==> config.mk <==
export PLATFORM = sky130hd
export DESIGN_NAME = sync_seq_length_deframer
export DESIGN_NICKNAME = d
export VERILOG_FILES = /design/src/hdl/ssld_pkg.sv /design/src/hdl/ssld_core.sv /design/src/hdl/sync_seq_length_deframer.sv
export SDC_FILE = /design/constraint.sdc
export NUM_CORES = 1
export LEC_CHECK = 0
export ABC_AREA = 1
export BUFFER_PORTS_ARGS = -buffer_cell sky130_fd_sc_hd__buf_2
export CAP_MARGIN = 20
export CORE_ASPECT_RATIO = 1.75
export CORE_MARGIN = 3
export CORE_UTILIZATION = 45
export CTS_BUF_LIST = sky130_fd_sc_hd__clkbuf_8
export DETAILED_ROUTE_END_ITERATION = 8
export HOLD_SLACK_MARGIN = 0.1
export PLACE_DENSITY = 0.63
export SKIP_LAST_GASP = 1
export SLEW_MARGIN = 20
export SYNTH_ARGS = -nofsm -noshare
export SYNTH_HDL_FRONTEND = slang
export SYNTH_HIERARCHICAL = 1
export SYNTH_SLANG_ARGS = --single-unit
==> constraint.sdc <==
create_clock -name clk_i -period 4.6 [get_ports clk_i]
set_clock_uncertainty 0.1 [all_clocks]
set_input_delay 0.46 -clock clk_i [delete_from_list [all_inputs] [get_ports clk_i]]
set_output_delay 0.46 -clock clk_i [all_outputs]
set_load 0.02 [all_outputs]
==> src/hdl/ssld_pkg.sv <==
// Shared types and constants for the sync/length deframer.
// Used by ssld_core and sync_seq_length_deframer; no dependencies.
`default_nettype none

package ssld_pkg;

  // Sync pair that opens every frame header.
  localparam logic [7:0] SYNC_HI = 8'hBE;
  localparam logic [7:0] SYNC_LO = 8'hEF;

  // Bytes in a header: two sync bytes, one sequence byte, three length bytes.
  localparam int unsigned HEADER_BYTES = 6;

  localparam int unsigned SKIP_W = 16;
  localparam int unsigned LEN_W  = 24;
  localparam logic [SKIP_W-1:0] SKIP_MAX = '1;

  // One result item as it leaves the deframer core.
  typedef struct packed {
    logic [7:0]        payload_byte;
    logic              first_of_frame;
    logic              last_of_frame;
    logic              empty_frame;
    logic [7:0]        frame_seq;
    logic              seq_gap;
    logic [SKIP_W-1:0] skipped_bytes;
  } ssld_result_t;

endpackage : ssld_pkg

`default_nettype wire

==> src/hdl/ssld_core.sv <==
// Header parser and payload tagger of the deframer: frame state and one-step update.
// Depends on ssld_pkg for the sync constants and the result struct.
`default_nettype none

module ssld_core
  import ssld_pkg::*;
(
  input  wire logic         clk_i,
  input  wire logic         rst_ni,
  input  wire logic         step_i,
  input  wire logic [7:0]   byte_i,
  output ssld_result_t      res_o,
  output logic              res_valid_o
);

  typedef enum logic [2:0] {
    PH_HUNT1 = 3'd0,
    PH_HUNT2 = 3'd1,
    PH_SEQ   = 3'd2,
    PH_LEN0  = 3'd3,
    PH_LEN1  = 3'd4,
    PH_LEN2  = 3'd5,
    PH_DATA  = 3'd6
  } phase_e;

  phase_e            phase_q, phase_d;
  logic [7:0]        expected_seq_q, expected_seq_d;
  logic [LEN_W-1:0]  bytes_left_q, bytes_left_d;
  logic [15:0]       length_shift_q, length_shift_d;
  logic [SKIP_W-1:0] skip_count_q, skip_count_d;
  logic [7:0]        header_seq_q, header_seq_d;
  logic              gap_seen_q, gap_seen_d;
  logic              first_pending_q, first_pending_d;

  logic [SKIP_W:0]   skip_sum;
  logic [1:0]        skip_inc;
  logic [SKIP_W-1:0] skip_sat;
  logic [LEN_W-1:0]  full_len;
  logic              last_byte;

  // Saturating add of the bytes skipped in this step.
  assign skip_sum = {1'b0, skip_count_q} + {{(SKIP_W-1){1'b0}}, skip_inc};
  assign skip_sat = skip_sum[SKIP_W] ? SKIP_MAX : skip_sum[SKIP_W-1:0];
  assign full_len = {length_shift_q, byte_i};
  assign last_byte = (bytes_left_q <= LEN_W'(1));

  // Next state and result for the byte being processed.
  always_comb begin
    phase_d         = phase_q;
    expected_seq_d  = expected_seq_q;
    bytes_left_d    = bytes_left_q;
    length_shift_d  = length_shift_q;
    skip_count_d    = skip_count_q;
    header_seq_d    = header_seq_q;
    gap_seen_d      = gap_seen_q;
    first_pending_d = first_pending_q;
    skip_inc        = 2'd0;
    res_valid_o     = 1'b0;
    res_o.payload_byte   = byte_i;
    res_o.first_of_frame = first_pending_q;
    res_o.last_of_frame  = last_byte;
    res_o.empty_frame    = 1'b0;
    res_o.frame_seq      = header_seq_q;
    res_o.seq_gap        = gap_seen_q;
    res_o.skipped_bytes  = skip_count_q;

    case (phase_q)
      PH_HUNT2: begin
        if (byte_i == SYNC_LO) begin
          phase_d = PH_SEQ;
        end else if (byte_i == SYNC_HI) begin
          // The earlier sync byte is dropped; this one may start the pair.
          skip_inc     = 2'd1;
          skip_count_d = skip_sat;
        end else begin
          skip_inc     = 2'd2;
          skip_count_d = skip_sat;
          phase_d      = PH_HUNT1;
        end
      end
      PH_SEQ: begin
        header_seq_d   = byte_i;
        gap_seen_d     = (byte_i != expected_seq_q);
        expected_seq_d = byte_i + 8'd1;
        phase_d        = PH_LEN0;
      end
      PH_LEN0: begin
        length_shift_d = {8'd0, byte_i};
        phase_d        = PH_LEN1;
      end
      PH_LEN1: begin
        length_shift_d = {length_shift_q[7:0], byte_i};
        phase_d        = PH_LEN2;
      end
      PH_LEN2: begin
        length_shift_d = full_len[15:0];
        if (full_len == '0) begin
          // Empty frame: a single marker result.
          res_valid_o          = 1'b1;
          res_o.payload_byte   = 8'd0;
          res_o.first_of_frame = 1'b1;
          res_o.last_of_frame  = 1'b1;
          res_o.empty_frame    = 1'b1;
          skip_count_d         = '0;
          phase_d              = PH_HUNT1;
        end else begin
          bytes_left_d    = full_len;
          first_pending_d = 1'b1;
          phase_d         = PH_DATA;
        end
      end
      PH_DATA: begin
        res_valid_o     = 1'b1;
        first_pending_d = 1'b0;
        if (last_byte) begin
          bytes_left_d = '0;
          skip_count_d = '0;
          phase_d      = PH_HUNT1;
        end else begin
          bytes_left_d = bytes_left_q - LEN_W'(1);
        end
      end
      default: begin
        // Hunt for the first sync byte; unused codes land here too.
        if (byte_i == SYNC_HI) begin
          phase_d = PH_HUNT2;
        end else begin
          skip_inc     = 2'd1;
          skip_count_d = skip_sat;
          phase_d      = PH_HUNT1;
        end
      end
    endcase

    if (!step_i) begin
      res_valid_o = 1'b0;
    end
  end

  // Frame state, updated only when a byte is processed.
  always_ff @(posedge clk_i or negedge rst_ni) begin
    if (!rst_ni) begin
      phase_q         <= PH_HUNT1;
      expected_seq_q  <= '0;
      bytes_left_q    <= '0;
      length_shift_q  <= '0;
      skip_count_q    <= '0;
      header_seq_q    <= '0;
      gap_seen_q      <= 1'b0;
      first_pending_q <= 1'b0;
    end else if (step_i) begin
      phase_q         <= phase_d;
      expected_seq_q  <= expected_seq_d;
      bytes_left_q    <= bytes_left_d;
      length_shift_q  <= length_shift_d;
      skip_count_q    <= skip_count_d;
      header_seq_q    <= header_seq_d;
      gap_seen_q      <= gap_seen_d;
      first_pending_q <= first_pending_d;
    end
  end

endmodule : ssld_core

`default_nettype wire

==> src/hdl/sync_seq_length_deframer.sv <==
// Top level of the sync/length deframer: input register, core and result register.
// Depends on ssld_pkg and ssld_core.
//
// Usage:
//   The slave stream carries one link byte per transaction in s_axis_tdata.
//   The block hunts for the sync pair 0xBE 0xEF, reads a sequence byte and a
//   24-bit big-endian length, then forwards the payload bytes on the master
//   stream, tagged with the frame sequence, a sequence-gap flag and the count
//   of bytes skipped while hunting. A zero-length frame gives one transaction
//   with the empty flag set. Header bytes give no output transaction.
//   An accepted byte passes the input register and then the result register
//   before reaching the master side. Throughput is one byte per cycle while
//   the receiver does not stall; the frame state is updated between the two.
//   When the receiver stalls, the result register holds its transaction and
//   the input register holds one more byte; s_axis_tready then drops until
//   the master side drains. Reset clears the frame state to the hunt for the
//   first sync byte, the expected sequence to zero and both registers to empty.
`default_nettype none

module sync_seq_length_deframer
  import ssld_pkg::*;
(
  input  wire logic        clk_i,
  input  wire logic        rst_ni,
  input  wire logic        s_axis_tvalid,
  output logic             s_axis_tready,
  input  wire logic [7:0]  s_axis_tdata,   // [7:0] rx_byte
  output logic             m_axis_tvalid,
  input  wire logic        m_axis_tready,
  output logic [31:0]      m_axis_tdata,   // [7:0] payload_byte, [15:8] frame_seq,
                                           // [31:16] skipped_bytes
  output logic             m_axis_tlast,   // last_of_frame
  output logic [2:0]       m_axis_tuser    // [0] first_of_frame, [1] empty_frame,
                                           // [2] seq_gap
);

  logic         in_valid_q;
  logic [7:0]   in_byte_q;
  logic         out_valid_q;
  ssld_result_t out_res_q;
  logic         out_free;
  logic         step;
  ssld_result_t core_res;
  logic         core_res_valid;

  // The result register can load when empty or when its transaction leaves.
  assign out_free      = !out_valid_q || m_axis_tready;
  assign step          = in_valid_q && out_free;
  assign s_axis_tready = !in_valid_q || out_free;

  // Input register.
  always_ff @(posedge clk_i or negedge rst_ni) begin
    if (!rst_ni) begin
      in_valid_q <= 1'b0;
    end else if (s_axis_tready) begin
      in_valid_q <= s_axis_tvalid;
    end
  end

  always_ff @(posedge clk_i) begin
    if (s_axis_tready && s_axis_tvalid) begin
      in_byte_q <= s_axis_tdata;
    end
  end

  ssld_core u_core (
    .clk_i       (clk_i),
    .rst_ni      (rst_ni),
    .step_i      (step),
    .byte_i      (in_byte_q),
    .res_o       (core_res),
    .res_valid_o (core_res_valid)
  );

  // Result register.
  always_ff @(posedge clk_i or negedge rst_ni) begin
    if (!rst_ni) begin
      out_valid_q <= 1'b0;
    end else if (out_free) begin
      out_valid_q <= core_res_valid;
    end
  end

  always_ff @(posedge clk_i) begin
    if (out_free && core_res_valid) begin
      out_res_q <= core_res;
    end
  end

  assign m_axis_tvalid = out_valid_q;
  assign m_axis_tdata  = {out_res_q.skipped_bytes, out_res_q.frame_seq,
                          out_res_q.payload_byte};
  assign m_axis_tlast  = out_res_q.last_of_frame;
  assign m_axis_tuser  = {out_res_q.seq_gap, out_res_q.empty_frame,
                          out_res_q.first_of_frame};

  // An empty-frame marker is always both first and last of its frame.
  a_empty_marks : assert property (@(posedge clk_i) disable iff (!rst_ni)
    m_axis_tvalid && m_axis_tuser[1] |-> m_axis_tuser[0] && m_axis_tlast)
    else $error("empty frame result without first and last marks");

  // A buffered byte is kept while the result register is blocked.
  a_in_hold : assert property (@(posedge clk_i) disable iff (!rst_ni)
    in_valid_q && !out_free |=> in_valid_q && $stable(in_byte_q))
    else $error("input register lost a byte during a stall");

  // With the result register empty, the input side never stalls.
  a_ready_empty : assert property (@(posedge clk_i) disable iff (!rst_ni)
    !out_valid_q |-> s_axis_tready)
    else $error("input stalled with empty result register");

endmodule : sync_seq_length_deframer

`default_nettype wire
# Yosys cells after proc, flatten, opt, wreduce, memory -nomap -nowiden
# Cells that the tools add are included.
# W data, S select, Z words.
[word_totals] register_bits=123 inputBits=12 out_inout_bits=38 wordCells=83
[op_classes] mux=27 n_reduce_logical=18 bitwise_logic=1 order_cmp=1 eq_ne=15 n_addsub=3
[ops] op="$mux W16" n=5
[ops] op="$pmux W16 S4" n=1
[ops] op="$mux W24" n=2
[ops] op="$pmux W24 S2" n=1
[ops] op="$pmux W16 S2" n=1
[ops] op="$le A24 B1 Y1 const B" n=1
[ops] op="$logic_not A24 Y1" n=1
[ops] op="$sub A24 B1 Y24 const B" n=1
[ops] op="$mux W11" n=2
[ops] op="$pmux W3 S6" n=1
[ops] op="$add A16 B2 Y17" n=1
[ops] op="$eq A8 B8 Y1 const B" n=2
[ops] op="$mux W3" n=4
[ops] op="$eq A3 B3 Y1 const B" n=3
[ops] op="$add A8 B1 Y8 const B" n=1
[ops] op="$ne A8 B8 Y1" n=1
[ops] op="$eq A3 B2 Y1 const B" n=2
[ops] op="$reduce_and A3 Y1" n=2
[ops] op="$reduce_and A6 Y1" n=1
[ops] op="$mux W1" n=5
[ops] op="$reduce_or A5 Y1" n=1
[ops] op="$mux W2" n=2
[ops] op="$ne A2 B1 Y1 const B" n=2
[ops] op="$ne A2 B2 Y1 const B" n=2
[ops] op="13 further kinds" n=20

# Depth between registers and ports, before layout
[logic_depth] ltp_word=8 depth_mapped=21 ltp_nobuf=21

# Cells and area by module
# Netlist, hierarchy kept.
[by_module_without_submodules] module="ssld_core" seq_area_each_um2=1926.8 cells_per_inst=789 area_each_um2=5128.7 n_inst=1
[by_module_without_submodules] module="sync_seq_length_deframer" seq_area_each_um2=1371.3 cells_per_inst=59 area_each_um2=1427.6 n_inst=1

# Worst setup path after synthesis
# Ideal clock, no wire load.
[synth_path] path_type="flip-flop to flip-flop" start="reg in_byte_q[0]" end="reg out_res_q (netlist bit m_axis_tdata[0]), enable pin" path_slack_ps=1283 arrival_ps=2788 n_path_buf=0 setup_time_ps=430 period_less_slack_ps=3317 stages_incl_launch_ff=9 t_required_ps=4070 cell_sequence="edfxtp_1 > inv_1 > ha_1 > nand2_1 > nor2_1 > nand4_1 > a21oi_1 > inv_1 > nor2_1"
[synth_between] elab_chain_cells=5
[synth_rtl] element="start, declared" line="sync_seq_length_deframer.sv:38" rtl="logic [7:0] in_byte_q;"
[synth_rtl] element="start signal, assigned" line="sync_seq_length_deframer.sv:62" rtl="in_byte_q <= s_axis_tdata;"
[synth_rtl] element="$logic_not A24 Y1" line="ssld_core.sv:97" rtl="if (full_len == '0) begin"
[synth_rtl] element="$mux W1" line="ssld_core.sv:97"
[synth_rtl] element="$pmux W1 S2" line="ssld_core.sv:67" rtl="case (phase_q)"
[synth_rtl] element="$mux W1" line="ssld_core.sv:135" rtl="if (!step_i) begin"
[synth_rtl] element="named net core_res_valid" line="sync_seq_length_deframer.sv:44" rtl="logic core_res_valid;"
[synth_rtl] element="$logic_and A1 B1 Y1" line="sync_seq_length_deframer.sv:85" rtl="if (out_free && core_res_valid) begin"
[synth_rtl] element="end signal, assigned" line="sync_seq_length_deframer.sv:86" rtl="out_res_q <= core_res;"
[synth_rtl] element="end, declared" line="sync_seq_length_deframer.sv:40" rtl="ssld_result_t out_res_q;"
# The timed path passes the listed nets, and every way through them passes these cells.
# A chain may end at the register's enable or synchronous reset.

# Worst setup path after layout
[layout_path] start="reg in_byte_q[0]" end="reg u_core.skip_count_q[4]"
[layout_between] elab_chain_cells=8 elab_cells_between_ends=16 cone_classes="1 x add/sub; 5 x eq/ne; 8 x mux; 2 x reduce/logical"
[layout_rtl] element="$eq A8 B8 Y1" line="ssld_core.sv:71, ssld_core.sv:125"
[layout_rtl] element="$mux W2" line="ssld_core.sv:71" rtl="end else if (byte_i == SYNC_HI) begin"
[layout_rtl] element="$mux W2" line="ssld_core.sv:69" rtl="if (byte_i == SYNC_LO) begin"
[layout_rtl] element="$pmux W2 S2" line="ssld_core.sv:67"
[layout_rtl] element="$add A16 B2 Y17" line="ssld_core.sv:42" rtl="assign skip_sum = {1'b0, skip_count_q} + {{(SKIP_W-1){1'b0}}, skip_inc};"
[layout_rtl] element="$mux W16" line="ssld_core.sv:43" rtl="assign skip_sat = skip_sum[SKIP_W] ? SKIP_MAX : skip_sum[SKIP_W-1:0];"
[layout_rtl] element="$mux W16, on equally long branches" line="ssld_core.sv:125, ssld_core.sv:69"
[layout_rtl] element="$pmux W16 S4" line="ssld_core.sv:67"
[layout_rtl] element="end signal, assigned" line="ssld_core.sv:156" rtl="skip_count_q <= skip_count_d;"
[layout_rtl] element="end, declared" line="ssld_core.sv:30" rtl="logic [SKIP_W-1:0] skip_count_q, skip_count_d;"
# Parallel ways exist; a longest one is shown, timed or not. The select of a mux whose other input is x is not followed.

==> flow_summary.toml <==
[floorplan]
die_x_um = 97.2
pin_count = 50
dieArea_um2 = 16100
design.core.area_um2 = 14000
initial_core_util_pct = 46.7
die_h_um = 166
rows = 57

[clocking]
cts_root_buffer = "clkbuf_8"
clock-sinks = 123
clock_latency_ps = 440
htreeDepth = 4
cts_resized = 0
cts_tree = "done"
cts_buffer_depth = 2
clkTransAtPathRegs_ps = 80
numCtsBuffers = 17

[yosys]
synth_top_area_share_pct = 30.2
synth_area_leaders = "dfrtp_1, edfxtp_1, nand2_1, nor2_1, inv_1"
synth_commonest_cells = "nand2_1, nor2_1, inv_1"
synth_area_um2 = 6560
ys_seq_area_share_pct = 50.3
syn_inst = 848
ys_seq_elements = 123
syn_nets = 868
avgSynthCellArea_um2 = 7.73
synth_most_common_cell = "nand2_1"
synthFlopType = "dfrtp_1"
synth_edf_count = 44
synth.largest_area_cell = "dfrtp_1"
netlist-cell-type-count = 34
yosys_warnings = 6
async_flop_share_pct = 64.2

[detailed_routing]
drt_iter0_markers = 302
wl_per_cell_um = 15.3
drc = 0
vias_per_cell = 5.02
via_count = 5468
dr.pass1.iters = 5
postRouteAntennaNets = 0
totalWireLength_um = 16600

[placement]
port_buffers = 49
placed_cells = 1048
dp_hpwl_um = 12000
gp_congestion = 0.890
post-place-ws_ps = 1130

[power]
leakagePower_nw = 3.66
power_density_nw_per_um2 = 539
ir_drop_mv = 0.275
p_total_mw = 4.01

[setup_path]
ff2ff_path_depth = 20
end_kind = "flop"
crit_type = "flop to flop"
required_ps = 4870
arrival_ps = 3740
cp_max_fo = 8
startpoint_type = "flop"

[sta]
setup_viol = 0
rsz0062_at_grt = "no"
setup_ws_ps = 1120
relSlewSlack_pct = 48.9
finalMaxSlewViolations = 0
totalNegativeSetupSlack_ps = 0
fin_crit_ps = 3480
finalCritPeriodShare_pct = 75.6
worst_pin_slew_ps = 761
fmax_ghz = 0.288
finalHoldViolCount = 0

[finish]
final_util_pct = 52.9
multi_input_area_um2 = 2750
seq_area_um2 = 3300
nets = 919
final_cells = 1089
drive_gt1_share_pct = 12.5
syn2layout_area_growth_pct = 13.4
num-fill-cells = 1361
antenna_cells = 0

[global_routing]
antenna_found_initial = 0
overflow = 0
grt_pass1_vias = 5487
grt_max_degree = 80
grt.total_usage_pct = 21.4
grt_pass1_wl_um = 27600

[hold_path]
hold_class = "primary input to flop"
min_path_cells = 3

[outcome]
status = "finished, final reports clean"

[flow_run]
cap_violations = 0
[cell families (layout without fill, tap and decap cells)]
| logic type | Yosys count | count (layout) | synth area share [%] |
|---|---|---|---|
| buffers and inverters | 127 | 191 | 7.88 |
| flip-flops | 123 | 123 | 50.3 |
| AND/OR/NAND/NOR | 491 | 491 | 31.0 |
| XOR/XNOR | 25 | 25 | 3.34 |
| AO/OA/AOI/OAI | 74 | 74 | 5.82 |
| adder cells (fa/ha/maj) | 8 | 8 | 1.64 |
[repair_timing]
action,4_1_cts,5_1_grt
setup buffers,0,0
endpoints found under the hold margin,7,79
hold buffers,7,1
[registers in the layout, indices dropped and copies added, names as in the netlist, 8 cells and up]
| name | count |
|---|---|
| u_core/expected_seq_q | 8 |
| u_core/bytes_left_q | 24 |
| u_core/skip_count_q | 16 |
| in_byte_q | 8 |
| u_core/length_shift_q | 16 |
| m_axis_tdata | 32 |
| u_core/header_seq_q | 8 |
[final timing paths]
check	start	endpoint	slack (ps)
worst max-delay path	in_byte_q[0]$_DFFE_PP_	u_core/skip_count_q[4]$_DFFE_PN0P_	1120
worst min-delay path	s_axis_tvalid	in_valid_q$_DFFE_PN0P_	130
worst max register to register	in_byte_q[0]$_DFFE_PP_	u_core/skip_count_q[4]$_DFFE_PN0P_	1120
worst min register to register	u_core/header_seq_q[5]$_DFFE_PN0P_	m_axis_tdata[13]$_DFFE_PP_	350
max in group asynchronous	rst_ni	u_core/length_shift_q[11]$_DFFE_PN0P_	3330
min in group asynchronous	rst_ni	u_core/bytes_left_q[2]$_DFFE_PN0P_	520
[per-stage QoR]
stage	cell area (um2)	hold WS, ps
2_1_floorplan	6560	64.4
3_5_place_dp	6900	333
5_1_grt	7440	118
4_1_cts	7390	101
6_report	7440	130
3_3_place_gp	6900	331
[cell usage in the layout, fill, tap and decap left out, types with 7 or more instances in the layout]
cell           count
xor2_1            14
xnor2_1           11
a21oi_1           15
inv_1             93
buf_2             48
nor2_2             7
ha_1               7
o21ai_0           53
dlygate4sd3_1      8
clkbuf_8          17
dfrtp_1           79
nand4_1           11
nand2_2            7
edfxtp_1          44
nand2_1          297
nor2_1           103
nand3_1           48
[worst max-delay path, cell delays in order, from the launching register on]
cell and delay (ps):
edfxtp_1 440, inv_1 230, ha_1 180, nand3_1 80
nor2_2 190, inv_1 70, nor2_1 150, o21ai_0 90
inv_1 60, ha_1 150, inv_1 50, fa_1 400
inv_1 90, nand2_1 50, nor2_1 340, nand3_1 200
nor2_1 180, nor2_1 80, nor2_1 120, nand2_1 70
nand2_1 90
[metal layers]
layer | GRT usage (%) | part of all wire (%) | wire (um) | vias up
met5 | 0 | 0 | 0 | -
met2 | 40.6 | 56 | 9260 | 129
met3 | 3.32 | 3.0 | 497 | 31
met4 | 9.04 | 2.4 | 393 | 0
li1 | - | - | - | 2762
met1 | 23.1 | 39 | 6450 | 2546
[area by class of cell]
cell class / count / share of cell area (%)
clock buffer: 17 / 3.15
clock inverter: 15 / 2.52
inverter: 99 / 5.00
multi-input combinational: 598 / 37.0
sequential: 123 / 44.4
tap: 177 / 2.98
timing repair buffer: 60 / 5.03
[where the power goes]
part | switching (mW) | internal [mW]
Combinational | 0.809 | 0.464
Clock | 0.479 | 0.548
Sequential | 0.290 | 1.42
Total | 1.58 | 2.43
Note: power is estimated with default switching activity, not from simulation.
